==> src/chcw_pkg.sv <==
// ----------------------------------------------------------------------------
// chcw_pkg
// Shared types, constants and the control store of the census cost block.
// ----------------------------------------------------------------------------
`default_nettype none

package chcw_pkg;

	localparam int ROW_CAP_DEFAULT   = 1024;
	localparam int CODE_BITS_DEFAULT = 32;
	localparam int MAX_DISPARITY     = 64;
	localparam int SCALE_TOP         = 255;

	localparam int PADDR_W = 5;
	localparam int PDATA_W = 32;

	// divider: best disparity times the scale top, over max_disp clamped to MAX_DISPARITY
	localparam int NUM_W = 14;
	localparam int QUO_W = 8;
	localparam int CNT_W = $clog2(NUM_W);

	typedef logic [2:0] reg_idx_t;
	localparam reg_idx_t REG_WINDOW_SIZE       = 3'd0;
	localparam reg_idx_t REG_MIN_DISP          = 3'd1;
	localparam reg_idx_t REG_MAX_DISP          = 3'd2;
	localparam reg_idx_t REG_IMAGE_WIDTH       = 3'd3;
	localparam reg_idx_t REG_REFERENCE_IS_LEFT = 3'd4;

	typedef struct packed {
		logic [2:0]  window_size;
		logic [5:0]  min_disp;
		logic [6:0]  max_disp;
		logic [10:0] image_width;
		logic        reference_is_left;
	} cfg_t;

	localparam cfg_t CFG_RESET = '{
		window_size:       3'd5,
		min_disp:          6'd0,
		max_disp:          7'd64,
		image_width:       11'd1024,
		reference_is_left: 1'b1
	};

	localparam logic [5:0] MIN_COST_RESET = 6'd26;

	typedef enum logic {
		MODE_LOAD  = 1'b0,
		MODE_MATCH = 1'b1
	} mode_t;

	typedef struct packed {
		logic        mode;
		logic [9:0]  column;
		logic [31:0] census_word;
	} item_t;

	typedef struct packed {
		logic       valid_res;
		logic [5:0] disparity;
		logic [5:0] cost;
		logic       last;
		logic [5:0] best_disparity;
		logic [7:0] scaled_disparity;
	} res_t;

	// control store
	typedef logic [2:0] pc_t;
	localparam pc_t PC_FETCH    = 3'd0;
	localparam pc_t PC_CHECK    = 3'd1;
	localparam pc_t PC_LOOP     = 3'd2;
	localparam pc_t PC_DIV_INIT = 3'd3;
	localparam pc_t PC_DIV      = 3'd4;
	localparam pc_t PC_LAST     = 3'd5;
	localparam pc_t PC_INVAL    = 3'd6;

	typedef enum logic [2:0] {
		A_NONE,
		A_ACCEPT,
		A_CHECK,
		A_LOOP,
		A_DIV_INIT,
		A_DIV,
		A_EMIT_LAST,
		A_EMIT_INVAL
	} act_t;

	typedef enum logic [2:0] {
		C_ALWAYS,
		C_MATCH,
		C_BAD,
		C_LOOP_DONE,
		C_DIV_DONE,
		C_OUT_FREE
	} cond_t;

	typedef struct packed {
		act_t  act;
		cond_t cond;
		logic  stay;
		pc_t   target;
	} ctrl_word_t;

	typedef struct packed {
		logic match;
		logic bad;
		logic loop_done;
		logic div_done;
		logic out_free;
	} status_t;

	function automatic ctrl_word_t ucode(input pc_t pc);
		ctrl_word_t w;
		case (pc)
			PC_FETCH:    w = '{A_ACCEPT,     C_MATCH,     1'b1, PC_CHECK};
			PC_CHECK:    w = '{A_CHECK,      C_BAD,       1'b0, PC_INVAL};
			PC_LOOP:     w = '{A_LOOP,       C_LOOP_DONE, 1'b1, PC_DIV_INIT};
			PC_DIV_INIT: w = '{A_DIV_INIT,   C_ALWAYS,    1'b0, PC_DIV};
			PC_DIV:      w = '{A_DIV,        C_DIV_DONE,  1'b1, PC_LAST};
			PC_LAST:     w = '{A_EMIT_LAST,  C_OUT_FREE,  1'b1, PC_FETCH};
			PC_INVAL:    w = '{A_EMIT_INVAL, C_OUT_FREE,  1'b1, PC_FETCH};
			default:     w = '{A_NONE,       C_ALWAYS,    1'b0, PC_FETCH};
		endcase
		return w;
	endfunction

endpackage

`default_nettype wire

==> src/chcw_seq.sv <==
// ----------------------------------------------------------------------------
// chcw_seq
// Step counter over the control store, with conditional jumps on status.
// ----------------------------------------------------------------------------
`default_nettype none

module chcw_seq (
	input  logic                   clk,
	input  logic                   arst_n,
	input  chcw_pkg::status_t      status,
	output chcw_pkg::ctrl_word_t   ctrl
);
	import chcw_pkg::*;

	pc_t  pc_q;
	pc_t  pc_nx;
	logic cond_ok;

	always_comb begin
		ctrl = ucode(pc_q);
	end

	always_comb begin
		case (ctrl.cond)
			C_ALWAYS:    cond_ok = 1'b1;
			C_MATCH:     cond_ok = status.match;
			C_BAD:       cond_ok = status.bad;
			C_LOOP_DONE: cond_ok = status.loop_done;
			C_DIV_DONE:  cond_ok = status.div_done;
			C_OUT_FREE:  cond_ok = status.out_free;
			default:     cond_ok = 1'b1;
		endcase
		if (cond_ok) begin
			pc_nx = ctrl.target;
		end else if (ctrl.stay) begin
			pc_nx = pc_q;
		end else begin
			pc_nx = pc_q + 3'd1;
		end
	end

	always_ff @(posedge clk or negedge arst_n) begin
		if (!arst_n) begin
			pc_q <= PC_FETCH;
		end else begin
			pc_q <= pc_nx;
		end
	end

endmodule

`default_nettype wire

==> config.mk <==
export PLATFORM = sky130hd
export DESIGN_NAME = chcw_seq
export DESIGN_NICKNAME = d
export VERILOG_FILES = /design/src/chcw_pkg.sv /design/src/chcw_seq.sv
export SDC_FILE = /design/constraint.sdc
export NUM_CORES = 1
export LEC_CHECK = 0
export BUFFER_PORTS_ARGS = -buffer_cell sky130_fd_sc_hd__buf_4
export CORE_AREA = 2 2 39 41
export CTS_BUF_LIST = sky130_fd_sc_hd__clkbuf_16
export DETAILED_ROUTE_END_ITERATION = 16
export DIE_AREA = 0 0 41 43
export GPL_TIMING_DRIVEN = 1
export PLACE_DENSITY_LB_ADDON = 0.05
export SLEW_MARGIN = 10
export SYNTH_ARGS = -nofsm -noshare
export SYNTH_HDL_FRONTEND = slang
export SYNTH_SLANG_ARGS = --single-unit
export TNS_END_PERCENT = 30
==> constraint.sdc <==
create_clock -name clk -period 2.35 [get_ports clk]
set_input_delay 0.5875 -clock clk [delete_from_list [all_inputs] [get_ports clk]]
set_output_delay 0.5875 -clock clk [all_outputs]
set_load 0.01 [all_outputs]
==> flow_metrics.tcl <==
set metrics [dict create \
    critical_path_class "flip-flop to output pin" \
    largest_reg_flops 3 \
    grt_max_degree 12 \
    yosysSeqAreaShare_pct 17.5 \
    r2r_slack_ns 0.39 \
    fin_cells 86 \
    tightest_slew_ns 0.342 \
    synth_top_family_by_area "compound AO/OA/AOI/OAI gates" \
    drive_above_1_share_pct 38.6 \
    wl_per_cell_um 11.8 \
    cts.clk_slew.worst_paths_ns 0.03 \
    setup_viol 0 \
    finalSetupTns_ns 0 \
    ir_worst_vdd_v 0.000693 \
    hpwlAfterDp_um 815 \
    die-width_um 41 \
    synth_compound_area_share_pct 33.9 \
    start_util_pct 30.9 \
    nNetsFinal 83 \
    postCtsSetupBuffers 0 \
    fmax_ghz 0.444 \
    syn_area_um2 428 \
    max_stage_delay_ns 0.40 \
    gp_congestion 0.661 \
    clk-insertion-delay-late_ns 0.22 \
    critPathArrivalTime_ns 1.66 \
    syn_avg_cell_area_um2 8.23 \
    io_pins 17 \
    critPathBufInv 2 \
    worst_path_max_delay_cell "a221o_2" \
    n_antenna_cell 0 \
    layout_commonest_cell "buf_4" \
    min-delay-path-class "primary input to async pin" \
    viasPerCell 4.94 \
    cp_data_required_time_ns 1.76 \
    cts-resized-gates 0 \
    h-tree-depth 1 \
    globalRoute.totalOverflow 0 \
    whs_ns 0.148 \
    maxCapViolCount 0 \
    first_global_vias 370 \
    antenna_found_initial 0 \
    period_share_pct 95.8 \
    rsz0062_at_grt "no" \
    layout_common_cells "19 x buf_4, 8 x inv_1, 5 x a21oi_1, 5 x ha_1, 4 x nor2_1" \
    cp-end-kind "output pin" \
    leakage_nw 0.318 \
    slew_violations 0 \
    regArea_um2 75.1 \
    totalWireLength_um 1010 \
    drtIter0Drc 3 \
    cts_max_path_buffers 2 \
    multi_input_area_um2 290 \
    status "finished, final reports clean" \
    die-area_um2 1760 \
    min_period_ns 2.25 \
    num_vias 425 \
    cts_root_buf "clkbuf_16" \
    synth_fa_ha_area_share_pct 14.6 \
    crit_chain "inv_1 -> ha_1 -> nand2b_1 -> a221o_2 -> buf_4" \
    power_density_nw_per_um2 1890 \
    syn-num-nets 64 \
    grt_use_total_pct 13.6 \
    drc_errors 0 \
    start_kind "flip-flop" \
    cts_tree "built" \
    io_buffers 16 \
    max_flop_register "pc_q" \
    synthToLayoutAreaGrowth_pct 48.0 \
    fp.dieH_um 43 \
    synthCells 52 \
    grt_pass1_wl_um 1580 \
    ys_ff_latch 3 \
    synth.area.mux_share_pct 5.26 \
    cts.sinks 3 \
    post-place-cells 81 \
    numCtsBuffers 3 \
    coreArea_um2 1380 \
    fill_cells 147 \
    drtPass1Iterations 4 \
    synth-xor-area-share_pct 2.05 \
    core.rowCount 14 \
    skew_ns 0.000205 \
    final-hold-violation-count 0 \
    slew_headroom_pct 76.9 \
    synth_warnings 0 \
    ant_nets 0 \
    synth-simple-area-share_pct 12.0 \
    cp_top_family "compound AO/OA/AOI/OAI gates" \
    cts_hold_buf 0 \
    ys_types 25 \
    largestRegisters "pc_q x3" \
    critical_path.max_fanout 4 \
]
==> stage by stage <==
step	setup slack [ns]	power [W]	utilization, %	cell area, µm²
2_1_floorplan	0.453	0.000642	-	428
4_1_cts	0.0249	0.00120	45.2	626
6_report	0.0992	0.00120	45.8	633
5_1_grt	0.0144	0.00129	45.8	633
3_5_place_dp	0.264	0.000931	39.5	547
3_3_place_gp	0.290	0.000941	39.5	547
==> Yosys cell counts <==
cell | instances | area share, %
nand4_1 | 1 | 1.5
mux2_1 | 2 | 5.3
nor2b_1 | 1 | 1.5
o2bb2ai_1 | 1 | 2.0
buf_2 | 2 | 2.3
a21oi_1 | 5 | 5.8
o22a_1 | 1 | 2.0
nand2b_1 | 2 | 2.9
buf_6 | 1 | 2.6
o41ai_2 | 1 | 3.8
nand2_1 | 3 | 2.6
o21ai_0 | 2 | 2.3
nor2_1 | 4 | 3.5
dfrtp_1 | 3 | 18
a221o_2 | 1 | 2.6
ha_1 | 5 | 15
a21o_2 | 1 | 2.0
o21bai_1 | 1 | 1.8
a32o_1 | 1 | 2.3
o31a_1 | 1 | 2.0
xnor2_1 | 1 | 2.0
buf_4 | 2 | 3.5
inv_1 | 7 | 6.1
a22oi_2 | 2 | 5.8
o21ai_1 | 1 | 1.2
==> power breakdown <==
group	switching [W]	total [W]	internal, W
logic	0.000429	0.000840	0.000411
clock network	0.0000455	0.000265	0.000219
registers	0.0000132	0.0000910	0.0000778
total	0.000488	0.00120	0.000708
==> final cells by class <==
class / count / area share (%)
Multi-Input combinational cell: 37 / 45.8
Timing Repair Buffer: 19 / 22.5
Sequential cell: 3 / 11.9
Clock buffer: 3 / 11.9
Inverter: 7 / 4.15
Tap cell: 16 / 3.16
Clock inverter: 1 / 0.593
==> worst reg2reg max path: cells and delay by family, from the launching register on <==
| kind | cells | cell delay [ns] |
|---|---|---|
| compound gates | 2 | 0.47 |
| flops | 1 | 0.40 |
| mux | 1 | 0.34 |
| fa+ha+maj | 1 | 0.33 |
| simple gates | 1 | 0.17 |
| buf+inv | 1 | 0.12 |
==> final timing paths <==
kind / from / endpoint / cells past startpoint
worst max-delay path: pc_q[1]$_DFFE_PN0P_ / ctrl[3] / 5
worst min-delay path: arst_n / pc_q[0]$_DFFE_PN0P_ / 1
worst max register to register: pc_q[1]$_DFFE_PN0P_ / pc_q[0]$_DFFE_PN0P_ / 6
worst min register to register: pc_q[1]$_DFFE_PN0P_ / pc_q[1]$_DFFE_PN0P_ / 2
max in group asynchronous: arst_n / pc_q[2]$_DFFE_PN0P_ / 1
min in group clk: pc_q[1]$_DFFE_PN0P_ / pc_q[1]$_DFFE_PN0P_ / 2
==> routing by layer <==
metal	GRT usage, %	vias to the layer above	part of all wire, %
li1	-	214	-
met4	8.00	0	0
met1	17.8	202	43
met3	4.71	0	4.4
met5	0	-	0
met2	18.4	9	52
==> cell families (layout without fill, tap and decap cells) <==
group                      Yosys count  in the layout
DFF                                  3              3
muxes                                2              2
adders and majority gates            5              5
xor gates and xnor gates             1              1
and+or+nand+nor                     11             11
AOI/OAI and AO/OA                   18             18
buffers and inverters               12             30
Power figures use the tool's default switching activity.
