[src/chcw_pkg.sv]
// ----------------------------------------------------------------------------
// chcw_pkg
// Shared types, constants and the control store of the census cost block.
// ----------------------------------------------------------------------------
`default_nettype none

package chcw_pkg;

	localparam int ROW_CAP_DEFAULT   = 1024;
	localparam int CODE_BITS_DEFAULT = 32;
	localparam int MAX_DISPARITY     = 64;
	localparam int SCALE_TOP         = 255;

	localparam int PADDR_W = 5;
	localparam int PDATA_W = 32;

	// divider: best disparity times the scale top, over max_disp clamped to MAX_DISPARITY
	localparam int NUM_W = 14;
	localparam int QUO_W = 8;
	localparam int CNT_W = $clog2(NUM_W);

	typedef logic [2:0] reg_idx_t;
	localparam reg_idx_t REG_WINDOW_SIZE       = 3'd0;
	localparam reg_idx_t REG_MIN_DISP          = 3'd1;
	localparam reg_idx_t REG_MAX_DISP          = 3'd2;
	localparam reg_idx_t REG_IMAGE_WIDTH       = 3'd3;
	localparam reg_idx_t REG_REFERENCE_IS_LEFT = 3'd4;

	typedef struct packed {
		logic [2:0]  window_size;
		logic [5:0]  min_disp;
		logic [6:0]  max_disp;
		logic [10:0] image_width;
		logic        reference_is_left;
	} cfg_t;

	localparam cfg_t CFG_RESET = '{
		window_size:       3'd5,
		min_disp:          6'd0,
		max_disp:          7'd64,
		image_width:       11'd1024,
		reference_is_left: 1'b1
	};

	localparam logic [5:0] MIN_COST_RESET = 6'd26;

	typedef enum logic {
		MODE_LOAD  = 1'b0,
		MODE_MATCH = 1'b1
	} mode_t;

	typedef struct packed {
		logic        mode;
		logic [9:0]  column;
		logic [31:0] census_word;
	} item_t;

	typedef struct packed {
		logic       valid_res;
		logic [5:0] disparity;
		logic [5:0] cost;
		logic       last;
		logic [5:0] best_disparity;
		logic [7:0] scaled_disparity;
	} res_t;

	// control store
	typedef logic [2:0] pc_t;
	localparam pc_t PC_FETCH    = 3'd0;
	localparam pc_t PC_CHECK    = 3'd1;
	localparam pc_t PC_LOOP     = 3'd2;
	localparam pc_t PC_DIV_INIT = 3'd3;
	localparam pc_t PC_DIV      = 3'd4;
	localparam pc_t PC_LAST     = 3'd5;
	localparam pc_t PC_INVAL    = 3'd6;

	typedef enum logic [2:0] {
		A_NONE,
		A_ACCEPT,
		A_CHECK,
		A_LOOP,
		A_DIV_INIT,
		A_DIV,
		A_EMIT_LAST,
		A_EMIT_INVAL
	} act_t;

	typedef enum logic [2:0] {
		C_ALWAYS,
		C_MATCH,
		C_BAD,
		C_LOOP_DONE,
		C_DIV_DONE,
		C_OUT_FREE
	} cond_t;

	typedef struct packed {
		act_t  act;
		cond_t cond;
		logic  stay;
		pc_t   target;
	} ctrl_word_t;

	typedef struct packed {
		logic match;
		logic bad;
		logic loop_done;
		logic div_done;
		logic out_free;
	} status_t;

	function automatic ctrl_word_t ucode(input pc_t pc);
		ctrl_word_t w;
		case (pc)
			PC_FETCH:    w = '{A_ACCEPT,     C_MATCH,     1'b1, PC_CHECK};
			PC_CHECK:    w = '{A_CHECK,      C_BAD,       1'b0, PC_INVAL};
			PC_LOOP:     w = '{A_LOOP,       C_LOOP_DONE, 1'b1, PC_DIV_INIT};
			PC_DIV_INIT: w = '{A_DIV_INIT,   C_ALWAYS,    1'b0, PC_DIV};
			PC_DIV:      w = '{A_DIV,        C_DIV_DONE,  1'b1, PC_LAST};
			PC_LAST:     w = '{A_EMIT_LAST,  C_OUT_FREE,  1'b1, PC_FETCH};
			PC_INVAL:    w = '{A_EMIT_INVAL, C_OUT_FREE,  1'b1, PC_FETCH};
			default:     w = '{A_NONE,       C_ALWAYS,    1'b0, PC_FETCH};
		endcase
		return w;
	endfunction

endpackage

`default_nettype wire

[src/chcw_div.sv]
// ----------------------------------------------------------------------------
// chcw_div
// Restoring divider, one quotient bit a step, for the scaled disparity.
// ----------------------------------------------------------------------------
`default_nettype none

module chcw_div (
	input  logic                        clk,
	input  logic                        arst_n,
	input  logic                        start,
	input  logic                        step,
	input  logic [5:0]                  best,
	input  logic [6:0]                  divisor,
	output logic                        done,
	output logic [chcw_pkg::QUO_W-1:0]  quotient
);
	import chcw_pkg::*;

	logic [NUM_W-1:0] num_q;
	logic [6:0]       rem_q;
	logic [6:0]       div_q;
	logic [CNT_W-1:0] cnt_q;
	logic [7:0]       rem_sh;
	logic             ge;
	logic [7:0]       rem_nx;

	always_comb begin
		rem_sh = {rem_q, num_q[NUM_W-1]};
		ge     = rem_sh >= {1'b0, div_q};
		rem_nx = ge ? (rem_sh - {1'b0, div_q}) : rem_sh;
	end

	assign done     = step && (cnt_q == CNT_W'(NUM_W - 1));
	assign quotient = num_q[QUO_W-1:0];

	always_ff @(posedge clk or negedge arst_n) begin
		if (!arst_n) begin
			cnt_q <= '0;
		end else if (start) begin
			cnt_q <= '0;
		end else if (step) begin
			cnt_q <= cnt_q + CNT_W'(1);
		end
	end

	always_ff @(posedge clk) begin
		if (start) begin
			num_q <= NUM_W'(best) * NUM_W'(SCALE_TOP);
			rem_q <= '0;
			div_q <= divisor;
		end else if (step) begin
			num_q <= {num_q[NUM_W-2:0], ge};
			rem_q <= rem_nx[6:0];
		end
	end

endmodule

`default_nettype wire

[config.mk]
export PLATFORM = sky130hd
export DESIGN_NAME = chcw_div
export DESIGN_NICKNAME = d
export VERILOG_FILES = /design/src/chcw_pkg.sv /design/src/chcw_div.sv
export SDC_FILE = /design/constraint.sdc
export NUM_CORES = 1
export LEC_CHECK = 0
export BUFFER_PORTS_ARGS = -buffer_cell sky130_fd_sc_hd__buf_2
export CAP_MARGIN = 20
export CORE_AREA = 4 4 94 74
export CTS_BUF_LIST = sky130_fd_sc_hd__clkbuf_2 sky130_fd_sc_hd__clkbuf_4 sky130_fd_sc_hd__clkbuf_8
export CTS_CLUSTER_SIZE = 10
export DETAILED_ROUTE_END_ITERATION = 8
export DIE_AREA = 0 0 98 78
export GPL_ROUTABILITY_DRIVEN = 0
export PLACE_DENSITY = 0.66
export SETUP_SLACK_MARGIN = 0.05
export SYNTH_ARGS = -nofsm -noshare
export SYNTH_HDL_FRONTEND = slang
export SYNTH_SLANG_ARGS = --single-unit
[constraint.sdc]
create_clock -name clk -period 4 [get_ports clk]
set_input_delay 0.8 -clock clk [delete_from_list [all_inputs] [get_ports clk]]
set_output_delay 0.8 -clock clk [all_outputs]
set_load 0.02 [all_outputs]
==> run metrics <==
cell type contributing the most total cell area after synthesis edfxtp_1; core area 6100 µm²; distinct cell type count of the synthesized netlist 49; fraction of power spent switching nets 0.3701; clock tree from TritonCTS built; Design Power 1.926 mW; clk_skew 0.006088 ns; Detail Route Antenna Nets 0; data required time of the worst path 4.03 ns; signal arrival time at the worst endpoint 3.88 ns; post-synthesis cell area 2785 µm²; run status completed; final wirelength 5.476 mm; Post-DP Area 3131 µm²; Register-to-Register Path Depth 7; Critical Path Most Common Cell fa_1; part of the power in the clock network 0.175; number of instances in the placed design 396; ranking of synthesized cells by area edfxtp_1, ha_1, fa_1; kind of end point of the critical path flop; number of global-route vias before repair 2017; critical setup path kind primary input to flop; number of ports placed on the die boundary 26; Hold WC Path Type primary input to asynchronous set/reset pin; clock network latency to the later pin of the worst-skew pair 0.28 ns; global-route usage over all layers 0.1511; P_leak 1.558 nW; die outline area 7644 µm²; Post-Synthesis Mean Instance Area 9.983 µm²; synthesized netlist net count 344; non-filler cells, final 405; worst-margin pin slew 0.7192 ns; delay of the slowest cell on the worst path 0.60 ns; hold violation total from the final report 0; number of violations of the max-capacitance limit 0; gate count after technology mapping 279; combinational share of power 0.570; wire length of the first global-routing pass 9.363 mm; number of nets in the finished design 388; DRC violation total after the first TritonRoute iteration 90; slowest stage cell on the critical path fa_2; Buffers on Ports 25; total clock buffers created by CTS 5; layout cell share with drive strength beyond 1 0.2870; Max Fclk 260.1 MHz; signed area change from the synthesized netlist to the final layout 19.72%; power density over the cells 577.5 nW/µm²; initial cell density of the core 0.4566; critical path launch point type primary input; Seq/Total Area, Yosys 0.3127; number of vias per cell 5.025; cell family with most CP delay adder cells; internal power 1.213 mW; Stages on worst setup path 13; period utilization 0.9612; number of design rule violations left after detail routing 0; final instance area 3334 µm²; # hold bufs at CTS 0; peak supply drop 0.2373 mV; dpl hpwl 4.268 mm; standard-cell row count 25; Bufs and invs on worst path 4; chain of cells forming the critical path buf_2 > fa_2 > inv_2 > fa_1 > fa_1 > inv_1 > ha_1 > nand2b_4 > a21oi_2 > a31oi_1 > buf_4 > xnor2_1 > mux2_2; pins over their slew limit 0; clock net sink count 32; total number of yosys warnings 0; total net switching power 712.6 µW; pin count of the biggest net entering global routing 36; average wire per standard cell 13.52 µm; remaining global-route overflow 0; die height 78 µm; overall die width 98 µm; antenna violations before repair 0; buffer type at the clock tree root clkbuf_8; remaining max-slew budget at the tightest pin 0.5206; number of register bits inferred by synthesis 32; H-tree levels 2; relative contribution of sequential cells to total power 0.255; Worst-path clk slew 0.07 ns; Most used DFF post-synth edfxtp_1; proportion of netlist area held by the largest area contributor 0.2264; Max Fanout on Critical Path 3; RSZ-0062 raised after global routing yes; FFs w/ async S/R, synth 0.1250; maximum count of clock buffers along a single path 2; final critical delay including setup and external delays 3.845 ns; count of TritonRoute iterations in the first routing pass 4; diode insertion count for antenna repair 0; vias post-DR 2035; final setup violation count 0; number of enable-type register cells in the synthesized netlist 21
==> worst paths after layout <==
check | from | to | slack [ns]
max reg2reg | div_q[0] | rem_q[0] | 1.71
min | arst_n | cnt_q[0] | 0.31
max | best[3] | num_q[9] | 0.16
min in group clk | rem_q[5] | rem_q[6] | 0.50
max in group asynchronous | arst_n | cnt_q[3] | 3.57
min reg2reg | rem_q[5] | rem_q[6] | 0.50
==> registers in the layout (all words and copies together), names as in the netlist <==
register and count:
num_q 14, div_q 7, rem_q 7, cnt_q 4
==> synthesized netlist by cell type (2+ instances only) <==
cell type  count
a211oi_1       6
a211oi_2       2
a21o_1         6
a21oi_1       13
a311oi_1       2
a31oi_1        2
and3_1         3
buf_4          8
clkbuf_1       5
dfrtp_1        4
dfxtp_1        7
edfxtp_1      21
fa_1          14
ha_1          34
inv_1         37
mux2_2        10
mux2i_1        6
nand2_1       10
nand2b_1       7
nand3_1        5
nand4_1        3
nor2_1        25
nor3_1         2
o211ai_1       3
o21a_1         2
o21ai_0        7
o31ai_1        2
xnor2_1        6
xor2_1         7
==> what timing repair did <==
action / 4_1_cts / 5_1_grt
buffers inserted: 0 / 1
gates resized for setup: 1 / 16
endpoints found under the setup margin: 1 / 5
pin swaps: 0 / 6
==> layout by cell type (no fill, tap or decap), types with 2 or more instances in the layout <==
cell      instances
nand3_1           5
dfrtp_1           4
fa_1             11
nand2_1          10
dfxtp_1           7
ha_4              2
nor2_1           25
xnor2_1           6
mux2i_1           6
o21a_1            2
nand2b_1          6
inv_2             3
buf_4            27
a311oi_1          2
xor2_1            7
clkbuf_8          7
o21ai_2           2
mux2_2           10
nand4_1           3
o21ai_0           4
a21o_1            6
inv_1            34
nor3_1            2
edfxtp_1         21
ha_1             31
a21oi_1          11
buf_2            25
and3_1            3
fa_2              3
a211oi_2          2
a21oi_2           2
o211ai_1          3
a211oi_1          5
==> power groups by stage <==
| stage | clock, mW | combinational (mW) | sequential [mW] |
|---|---|---|---|
| 2_1_floorplan | 0 | 0.731 | 0.483 |
| 3_3_place_gp | 0 | 0.971 | 0.497 |
| 3_5_place_dp | 0 | 0.990 | 0.495 |
| 4_1_cts | 0.343 | 1.00 | 0.491 |
| 5_1_grt | 0.360 | 1.23 | 0.498 |
| 6_report | 0.336 | 1.10 | 0.491 |
==> area by class of cell <==
class / count / area (µm²)
inverter: 38 / 142.6
timing repair buffer: 52 / 327.8
fill: 552 / 2765
tap: 81 / 101.3
sequential: 32 / 870.8
clock buffer: 7 / 96.34
clock inverter: 1 / 30.03
multi-input combinational: 194 / 1765
==> worst reg2reg max path: cells and delay by family (launching register included) <==
kind	cells	cell delay, ns
flip-flops	1	0.41
adder cells (fa/ha/maj)	2	0.64
AO/OA/AOI/OAI	2	0.52
AND/OR/NAND/NOR	2	0.35
multiplexers	1	0.29
==> cell families after synthesis <==
group / Yosys count / share of synthesized area
fa+ha+maj: 48 / 0.2534
compound gates: 51 / 0.1262
flops: 32 / 0.3127
simple gates: 66 / 0.1222
xor+xnor: 13 / 0.04088
mux: 16 / 0.06200
buf+inv: 53 / 0.08266
==> through the flow <==
step | util | setup WS, ns | TNS, ns | hold slack (ns)
2_1_floorplan | - | 0.02480 | 0 | 0.4633
3_3_place_gp | 0.5132 | -0.1627 | -0.5879 | 0.4787
3_5_place_dp | 0.5132 | -0.2573 | -0.9845 | 0.4863
4_1_cts | 0.5339 | 0.09268 | 0 | 0.3057
5_1_grt | 0.5467 | 0.04373 | 0 | 0.3037
6_report | 0.5467 | 0.1550 | 0 | 0.3128
==> per-layer routing <==
layer / GRT usage / routed length [µm] / vias to the layer above
li1: - / - / 1056
met1: 0.2221 / 2953 / 946
met2: 0.2242 / 2299 / 29
met3: 0.03774 / 192 / 4
met4: 0.03181 / 30 / 0
met5: 0 / 0 / -
(Power assumes the default switching activity.)
